[config.mk]
export PLATFORM = sky130hd
export DESIGN_NAME = color_fade_flash_engine
export DESIGN_NICKNAME = d
export VERILOG_FILES = /design/src/rtl/cffe_pkg.sv /design/src/rtl/cffe_lane.sv /design/src/rtl/color_fade_flash_engine.sv
export SDC_FILE = /design/constraint.sdc
export NUM_CORES = 2
export LEC_CHECK = 0
export ABC_AREA = 1
export BUFFER_PORTS_ARGS = -buffer_cell sky130_fd_sc_hd__buf_2
export CAP_MARGIN = 20
export CORE_AREA = 2 2 456 458
export DETAILED_ROUTE_END_ITERATION = 12
export DIE_AREA = 0 0 458 460
export RECOVER_POWER = 25
export SLEW_MARGIN = 25
export SYNTH_ARGS = -nofsm -noshare
export SYNTH_HDL_FRONTEND = slang
export SYNTH_SLANG_ARGS = --single-unit
[constraint.sdc]
create_clock -name aclk -period 10.6 [get_ports aclk]
set_clock_uncertainty 0.05 [all_clocks]
set_input_delay 1.59 -clock aclk [delete_from_list [all_inputs] [get_ports aclk]]
set_output_delay 1.59 -clock aclk [all_outputs]
set_load 0.01 [all_outputs]
[src/rtl/cffe_pkg.sv]
// cffe_pkg: shared types, constants and effect tables for the color fade/flash engine
// used by cffe_lane and color_fade_flash_engine; no dependencies
package cffe_pkg;

    localparam int CORNERS  = 4;
    localparam int COLOR_W  = 32;
    localparam int CH_W     = 8;
    localparam int STEP_W   = 8;
    localparam int IN_W     = 40;
    localparam int OUT_W    = 136;

    // channel products: 9-bit signed difference times 9-bit signed step
    localparam int PROD_W   = 18;
    localparam int MAG_W    = 17;

    // ceil(2^17 / 3), exact floor division by three for dividends below 2^17
    localparam logic [16:0] RECIP3 = 17'd43691;

    localparam logic [COLOR_W-1:0] WFLASH_START = 32'hc0ffffff;
    localparam logic [COLOR_W-1:0] RFLASH_START = 32'hc0ff0000;
    localparam logic [COLOR_W-1:0] YFLASH_START = 32'hc0ffff00;
    localparam logic [COLOR_W-1:0] WHITE_FULL   = 32'hffffffff;
    localparam logic [COLOR_W-1:0] WHITE_HALF   = 32'h80ffffff;
    localparam logic [COLOR_W-1:0] RED_FULL     = 32'hffff0000;
    localparam logic [COLOR_W-1:0] RED_HALF     = 32'h80ff0000;
    localparam logic [COLOR_W-1:0] PAUSE_BASE   = 32'hf0000000;
    localparam logic [COLOR_W-1:0] BLACK_CLEAR  = 32'h00000000;

    localparam logic [STEP_W-1:0] LEN_FLASH = 8'd32;
    localparam logic [STEP_W-1:0] LEN_OUT   = 8'd128;
    localparam logic [STEP_W-1:0] LEN_LIGHT = 8'd64;
    localparam logic [STEP_W-1:0] LEN_FADE  = 8'd24;

    typedef enum logic [1:0] {
        OP_TICK  = 2'd0,
        OP_START = 2'd1,
        OP_LOAD  = 2'd2
    } opcode_t;

    typedef enum logic [3:0] {
        EFF_NONE     = 4'd0,
        EFF_WFLASH   = 4'd1,
        EFF_RFLASH   = 4'd2,
        EFF_YFLASH   = 4'd3,
        EFF_WOUT     = 4'd4,
        EFF_ROUT     = 4'd5,
        EFF_LIGHTUP  = 4'd6,
        EFF_LIGHTRED = 4'd7,
        EFF_PAUSEIN  = 4'd8,
        EFF_FADEOUT  = 4'd9
    } effect_t;

    typedef enum logic [1:0] {
        DIV_24,
        DIV_32,
        DIV_64,
        DIV_128
    } div_t;

    typedef struct packed {
        logic              go;
        logic [STEP_W-1:0] step;
        div_t              div;
    } lane_ctl_t;

    typedef struct packed {
        logic               done;
        logic [COLOR_W-1:0] color;
    } lane_res_t;

    function automatic logic [STEP_W-1:0] fx_length(effect_t eff, logic [STEP_W-1:0] cur);
        logic [STEP_W-1:0] len;
        len = cur;
        case (eff)
            EFF_WFLASH, EFF_RFLASH, EFF_YFLASH: len = LEN_FLASH;
            EFF_WOUT, EFF_ROUT:                 len = LEN_OUT;
            EFF_LIGHTUP, EFF_LIGHTRED:          len = LEN_LIGHT;
            EFF_PAUSEIN, EFF_FADEOUT:           len = LEN_FADE;
            default:                            len = cur;
        endcase
        return len;
    endfunction

    function automatic logic [COLOR_W-1:0] fx_start(effect_t eff, int idx,
                                                    logic [COLOR_W-1:0] base,
                                                    logic [COLOR_W-1:0] cur);
        logic [COLOR_W-1:0] s;
        s = cur;
        case (eff)
            EFF_WFLASH:               s = WFLASH_START;
            EFF_RFLASH:               s = RFLASH_START;
            EFF_YFLASH:               s = YFLASH_START;
            EFF_WOUT:                 s = (idx < 2) ? WHITE_FULL : WHITE_HALF;
            EFF_ROUT:                 s = (idx < 2) ? RED_FULL : RED_HALF;
            EFF_LIGHTUP:              s = BLACK_CLEAR;
            EFF_LIGHTRED:             s = RED_FULL;
            EFF_PAUSEIN, EFF_FADEOUT: s = base;
            default:                  s = cur;
        endcase
        return s;
    endfunction

    function automatic logic [COLOR_W-1:0] fx_base(effect_t eff, logic [COLOR_W-1:0] base);
        logic [COLOR_W-1:0] b;
        b = base;
        case (eff)
            EFF_LIGHTUP, EFF_LIGHTRED: b = WHITE_FULL;
            EFF_PAUSEIN:               b = PAUSE_BASE;
            EFF_FADEOUT:               b = BLACK_CLEAR;
            default:                   b = base;
        endcase
        return b;
    endfunction

    function automatic div_t div_code(logic [STEP_W-1:0] len);
        div_t d;
        case (len)
            LEN_FADE:  d = DIV_24;
            LEN_FLASH: d = DIV_32;
            LEN_LIGHT: d = DIV_64;
            default:   d = DIV_128;
        endcase
        return d;
    endfunction

endpackage

[src/rtl/cffe_lane.sv]
// cffe_lane: one corner's interpolation lane, walks the four ARGB channels in turn
// two stages per channel: difference times step, then signed divide by length plus origin
// depends on cffe_pkg
module cffe_lane import cffe_pkg::*; (
    input  logic               aclk,
    input  logic               aresetn,
    input  lane_ctl_t          ctl,
    input  logic [COLOR_W-1:0] base_color,
    input  logic [COLOR_W-1:0] org_color,
    output lane_res_t          res
);

    logic                     busy_reg, busy_next;
    logic [1:0]               ch_reg, ch_next;
    logic                     v2_reg, v2_next;
    logic [1:0]               ch2_reg, ch2_next;
    logic signed [PROD_W-1:0] prod_reg, prod_next;
    logic [CH_W-1:0]          org_ch_reg, org_ch_next;
    logic [COLOR_W-1:0]       color_reg, color_next;
    logic                     done_reg, done_next;

    logic [CH_W-1:0]          tgt_ch, org_ch;
    logic signed [CH_W:0]     diff;
    logic                     neg;
    logic [PROD_W-1:0]        mag_full;
    logic [MAG_W-1:0]         mag;
    logic [13:0]              mag_div8;
    logic [30:0]              recip_prod;
    logic [MAG_W-1:0]         quo;
    logic [PROD_W-1:0]        sum;

    assign tgt_ch = base_color[ch_reg*CH_W +: CH_W];
    assign org_ch = org_color[ch_reg*CH_W +: CH_W];
    assign diff   = $signed({1'b0, tgt_ch}) - $signed({1'b0, org_ch});

    // truncation toward zero: divide the magnitude, then restore the sign
    assign neg        = prod_reg[PROD_W-1];
    assign mag_full   = neg ? PROD_W'(-prod_reg) : PROD_W'(prod_reg);
    assign mag        = mag_full[MAG_W-1:0];
    assign mag_div8   = 14'(mag >> 3);
    assign recip_prod = 31'(mag_div8 * RECIP3);

    always_comb begin
        case (ctl.div)
            DIV_24:  quo = MAG_W'(recip_prod >> 17);
            DIV_32:  quo = mag >> 5;
            DIV_64:  quo = mag >> 6;
            DIV_128: quo = mag >> 7;
            default: quo = mag >> 7;
        endcase
    end

    assign sum = (neg ? (PROD_W'(0) - {1'b0, quo}) : {1'b0, quo})
                 + {{(PROD_W-CH_W){1'b0}}, org_ch_reg};

    always_comb begin
        busy_next   = busy_reg;
        ch_next     = ch_reg;
        v2_next     = 1'b0;
        ch2_next    = ch_reg;
        prod_next   = prod_reg;
        org_ch_next = org_ch_reg;
        color_next  = color_reg;
        done_next   = 1'b0;

        if (ctl.go) begin
            busy_next = 1'b1;
            ch_next   = 2'd0;
        end else if (busy_reg) begin
            v2_next     = 1'b1;
            prod_next   = PROD_W'(diff * $signed({1'b0, ctl.step}));
            org_ch_next = org_ch;
            ch_next     = ch_reg + 2'd1;
            if (ch_reg == 2'd3) begin
                busy_next = 1'b0;
            end
        end

        if (v2_reg) begin
            color_next[ch2_reg*CH_W +: CH_W] = sum[CH_W-1:0];
            done_next = (ch2_reg == 2'd3);
        end
    end

    always_ff @(posedge aclk) begin
        if (!aresetn) begin
            busy_reg <= 1'b0;
            ch_reg   <= 2'd0;
            v2_reg   <= 1'b0;
            done_reg <= 1'b0;
        end else begin
            busy_reg <= busy_next;
            ch_reg   <= ch_next;
            v2_reg   <= v2_next;
            done_reg <= done_next;
        end
        ch2_reg    <= ch2_next;
        prod_reg   <= prod_next;
        org_ch_reg <= org_ch_next;
        color_reg  <= color_next;
    end

    assign res.done  = done_reg;
    assign res.color = color_reg;

endmodule

[src/rtl/color_fade_flash_engine.sv]
// color_fade_flash_engine: four-corner ARGB fade/flash engine, top level and merge stage
// sequence: load, start and idle ticks go from idle straight to the output state;
// a tick that interpolates goes through evaluate, the lanes (one lane per corner,
// 4 channels through a 2-stage multiply/divide lane) and output; a tick that ends
// an effect skips the lanes; throughput: one item at a time, the next transfer is
// taken once the result is in the output register
// aresetn (synchronous) restores all colors and stops any effect
module color_fade_flash_engine import cffe_pkg::*; (
    input  logic             aclk,
    input  logic             aresetn,
    input  logic             s_tvalid,
    output logic             s_tready,
    // opcode[1:0], effect[5:2], corner[7:6], argb_in[39:8]
    input  logic [IN_W-1:0]  s_tdata,
    output logic             m_tvalid,
    input  logic             m_tready,
    // shown_color_0[31:0], shown_color_1[63:32], shown_color_2[95:64],
    // shown_color_3[127:96], effect_busy[128], zero fill above
    output logic [OUT_W-1:0] m_tdata
);

    typedef enum logic [1:0] {
        S_IDLE,
        S_EVAL,
        S_CALC,
        S_OUT
    } state_t;

    state_t             state_reg, state_next;
    logic [COLOR_W-1:0] base_reg  [CORNERS], base_next  [CORNERS];
    logic [COLOR_W-1:0] start_reg [CORNERS], start_next [CORNERS];
    logic [COLOR_W-1:0] shown_reg [CORNERS], shown_next [CORNERS];
    effect_t            active_reg, active_next;
    logic [STEP_W-1:0]  step_reg, step_next;
    logic [STEP_W-1:0]  len_reg, len_next;
    logic               m_valid_reg, m_valid_next;
    logic [OUT_W-1:0]   m_data_reg, m_data_next;

    opcode_t            in_op;
    effect_t            in_eff;
    logic [1:0]         in_corner;
    logic [COLOR_W-1:0] in_argb;
    logic [STEP_W-1:0]  step_inc;
    logic               lane_go;
    lane_ctl_t          lane_ctl;
    lane_res_t          lane_res [CORNERS];
    logic [OUT_W-1:0]   out_word;

    assign in_op     = opcode_t'(s_tdata[1:0]);
    assign in_eff    = effect_t'(s_tdata[5:2]);
    assign in_corner = s_tdata[7:6];
    assign in_argb   = s_tdata[39:8];
    assign step_inc  = step_reg + 8'd1;

    assign s_tready = (state_reg == S_IDLE);

    assign lane_ctl.go   = lane_go;
    assign lane_ctl.step = step_reg;
    assign lane_ctl.div  = div_code(len_reg);

    for (genvar i = 0; i < CORNERS; i++) begin : g_lane
        cffe_lane u_lane (
            .aclk       (aclk),
            .aresetn    (aresetn),
            .ctl        (lane_ctl),
            .base_color (base_reg[i]),
            .org_color  (start_reg[i]),
            .res        (lane_res[i])
        );
    end

    always_comb begin
        out_word = '0;
        for (int j = 0; j < 4; j++) begin
            if (j < CORNERS) begin
                out_word[j*COLOR_W +: COLOR_W] = shown_reg[j];
            end
        end
        out_word[4*COLOR_W] = (active_reg != EFF_NONE);
    end

    always_comb begin
        state_next   = state_reg;
        base_next    = base_reg;
        start_next   = start_reg;
        shown_next   = shown_reg;
        active_next  = active_reg;
        step_next    = step_reg;
        len_next     = len_reg;
        m_valid_next = m_valid_reg;
        m_data_next  = m_data_reg;
        lane_go      = 1'b0;

        if (m_valid_reg && m_tready) begin
            m_valid_next = 1'b0;
        end

        case (state_reg)
            S_IDLE: begin
                if (s_tvalid) begin
                    state_next = S_OUT;
                    case (in_op)
                        OP_TICK: begin
                            if (active_reg != EFF_NONE) begin
                                step_next  = step_inc;
                                state_next = S_EVAL;
                                // first step of an effect loads its colors and length
                                if (step_inc == 8'd1) begin
                                    len_next = fx_length(active_reg, len_reg);
                                    for (int i = 0; i < CORNERS; i++) begin
                                        start_next[i] = fx_start(active_reg, i, base_reg[i],
                                                                 start_reg[i]);
                                        base_next[i]  = fx_base(active_reg, base_reg[i]);
                                    end
                                end
                            end
                        end
                        OP_START: begin
                            active_next = (in_eff <= EFF_FADEOUT) ? in_eff : EFF_NONE;
                            step_next   = '0;
                        end
                        OP_LOAD: begin
                            for (int i = 0; i < CORNERS; i++) begin
                                if (int'(in_corner) == i) begin
                                    base_next[i]  = in_argb;
                                    shown_next[i] = in_argb;
                                end
                            end
                        end
                        default: ;
                    endcase
                end
            end
            S_EVAL: begin
                if (step_reg < len_reg) begin
                    lane_go    = 1'b1;
                    state_next = S_CALC;
                end else begin
                    if (step_reg == len_reg) begin
                        shown_next  = base_reg;
                        step_next   = '0;
                        active_next = EFF_NONE;
                    end
                    state_next = S_OUT;
                end
            end
            S_CALC: begin
                // lanes run in lockstep, lane zero speaks for all
                if (lane_res[0].done) begin
                    for (int i = 0; i < CORNERS; i++) begin
                        shown_next[i] = lane_res[i].color;
                    end
                    state_next = S_OUT;
                end
            end
            S_OUT: begin
                if (!m_valid_reg || m_tready) begin
                    m_valid_next = 1'b1;
                    m_data_next  = out_word;
                    state_next   = S_IDLE;
                end
            end
            default: state_next = S_IDLE;
        endcase
    end

    always_ff @(posedge aclk) begin
        if (!aresetn) begin
            state_reg   <= S_IDLE;
            active_reg  <= EFF_NONE;
            step_reg    <= '0;
            len_reg     <= '0;
            m_valid_reg <= 1'b0;
            for (int i = 0; i < CORNERS; i++) begin
                base_reg[i]  <= WHITE_FULL;
                start_reg[i] <= '0;
                shown_reg[i] <= WHITE_FULL;
            end
        end else begin
            state_reg   <= state_next;
            active_reg  <= active_next;
            step_reg    <= step_next;
            len_reg     <= len_next;
            m_valid_reg <= m_valid_next;
            base_reg    <= base_next;
            start_reg   <= start_next;
            shown_reg   <= shown_next;
        end
        m_data_reg <= m_data_next;
    end

    assign m_tvalid = m_valid_reg;
    assign m_tdata  = m_data_reg;

endmodule

==> results.yml <==
run_status:
  status: "finished with violations"
  violations: "max-capacitance violations, max-slew violations"
placement:
  io_buffers: 174
  routabilityCongestion: 0.9158
  hpwlAfterDp_mm: 146.0
cells_and_area:
  fin_nets: 8549
  syn2layout_area_growth_pct: 10.64
  largest_reg_flops: 129
  drive_gt1_share_pct: 5.560
power:
  power.density_nw_per_um2: 200.1
  power.leakage_uw: 0.03149
  vdd.ir_drop.worst_mv: 0.1901
timing:
  fin_crit_ps: 9244
  relSlewSlack_pct: -98.12
  hold_ws_ps: 365.9
  maxSlewViolCount: 94
  finalSetupViolCount: 0
  finalCritPeriodShare_pct: 87.21
  worst_pin_slew_ps: 2972
  rsz0062_at_grt: "no"
  fmax_mhz: 108.2
  fin_setup_tns_ps: 0
  finalHoldViolCount: 0
yosys:
  syn_area_um2: 61310
  synth_cell_types: 49
  netlist_instances: 7511
  yosysTopAreaCell: "edfxtp_1"
  yosysWarnings: 0
  netlist.area_leader.share_pct: 17.68
  synth_common_cells: "nand2_1 (1575), inv_1 (1299), nor2_1 (549), ha_1 (540), a21oi_1 (502)"
  synth-async-reset-ratio_pct: 0
  synth_edf_count: 361
  avgSynthCellArea_um2: 8.162
  synthFlopType: "dfxtp_1"
  ys_ff_latch: 789
  synth_area_leaders: "edfxtp_1 (18%), fa_1 (15%), dfxtp_1 (14%), ha_1 (11%), nand2_1 (9.6%)"
  synth.yosys.seq_area_share_pct: 31.66
  yosysMostFrequentCell: "nand2_1"
clocking:
  cts_setup_buffers: 0
  numCtsBuffers: 86
  hold_buffers: 0
  ctsResizeCount: 0
  cts_tree: "yes"
  ctsHtreeMaxLevel: 3
  ctsLongestPathBuffers: 3
  clkTransAtPathRegs_ps: 60
  clock_latency_ps: 670
  clock_tree.root_cell: "clkbuf_16"
  cts_num_sinks: 789
job:
  maxCapViolations: 2
grt:
  grt_max_degree: 192
  grt.total_usage_pct: 17.45
  grt_overflow: 0
  grt_pass1_vias: 49960
  grt_pass1_wl_mm: 288.4
  antenna_found_initial: 4
min_path:
  worst_hold_path_type: "flip-flop to flip-flop"
  hold_start: "g_lane[1].u_lane.ch2_next[1]"
  whs_path_depth: 0
floorplanning:
  dieArea_um2: 210700
  die_h_um: 460
  floorplan.initialDensity_pct: 29.76
  die_x_um: 458
  io_pins: 182
  num_rows: 167
  core_um2: 206000
worst_setup_path:
  crit_top_cell: "a21oi_1"
  critical_path_class: "flip-flop to flip-flop"
  slowest_stage: "clkbuf_1"
  cp.required_ps: 10940
  critPathLaunchType: "flip-flop"
  worstReg2RegStart: "g_lane[2].u_lane.ch2_next[0]"
  startpoint: "g_lane[2].u_lane.ch2_next[0]"
  max_stage_delay_ps: 1250
  critPathMaxFanout: 38
  crit_path_end_kind: "flip-flop"
  reg2reg_depth: 35
  arrival_ps: 9590
routing:
  drt-pass1-iter-count: 6
  routedWlPerCell_um: 18.33
  ant_nets: 0
  post-route-drc-count: 0
  drt_wl_total_mm: 188.8
  dr.first_iter.drc_count: 4598
  routed_via_density: 4.927
  vias: 50750
## worst max-delay path: cells and delay by family (launching register included)
| family | cells | cell delay [ps] |
|---|---|---|
| compound gates | 12 | 1940 |
| xor+xnor | 1 | 120 |
| fa+ha+maj | 6 | 2680 |
| buf+inv | 6 | 2510 |
| flops | 1 | 300 |
| simple gates | 10 | 1370 |
## cells in the final DEF (no fill, tap or decap), types with 20 or more instances in the layout
cell and count:
a21oi_1 501, nand3_1 241, inv_1 1294, xor2_1 119, nand4_1 38, a22o_1 46, nor2_1 547, fa_1 448
ha_1 537, or2_2 29, xnor2_1 72, dfxtp_1 428, a32oi_1 28, nand2_1 1574, buf_2 173, buf_4 36
nor3_1 65, o211ai_1 94, a21boi_0 133, a31oi_1 118, clkbuf_1 20, o21ai_0 366, clkbuf_16 91, edfxtp_1 361
o21bai_1 28
## final timing paths
path / endpoint / slack (ps)
min reg2reg: g_lane[1].u_lane.ch2_reg[1] / 370
min: g_lane[1].u_lane.ch2_reg[1] / 370
max reg2reg: g_lane[2].u_lane.prod_reg[16] / 1360
max: g_lane[2].u_lane.prod_reg[16] / 1360
## power breakdown
part	internal [uW]	total (uW)	switching (uW)	leakage [uW]
sequential	3750	4070	321	0.00678
clock	1880	3220	1340	0.00147
combinational	1990	6290	4290	0.0232
## per-stage QoR
step / utilization (%) / power [uW] / setup slack (ps) / std cells / area [um2]
after global placement: 31.44 / 10300 / 1593 / 10130 / 64770
after floorplan: - / 8286 / 2083 / 7517 / 61330
after global routing: 32.92 / 14540 / 579.1 / 10300 / 67820
after detailed placement: 31.44 / 10320 / 1489 / 10130 / 64780
final: 32.92 / 13570 / 1356 / 10300 / 67830
after CTS: 32.91 / 13560 / 1484 / 10290 / 67810
## layer usage
layer	up-vias	wire [um]	track usage [%]
li1	24160	-	-
met1	24510	78290	22.47
met2	1716	89640	29.49
met3	356	13210	2.636
met4	2	7611	6.428
met5	-	20	0
## kinds of logic (layout without fill, tap and decap cells)
group	count (synthesis)	after routing	share of synthesized area, %
other	1	12	0.006117
xor gates and xnor gates	191	191	2.729
AOI/OAI and AO/OA	1369	1369	13.10
adders and majority gates	988	988	25.65
buffers and inverters	1627	1700	10.08
DFF	789	789	31.66
and+or+nand+nor	2546	2546	16.77
## cell type report
cell class	count	area, um2
inverters	1324	4982
clock inverters	47	593.1
diodes	5	12.51
fillers	21550	138200
flip-flops and latches	789	19410
clock buffers	114	2435
well taps	2704	3383
repair buffers	215	1182
multi-input cells	5101	35840
(Power assumes the default switching activity.)
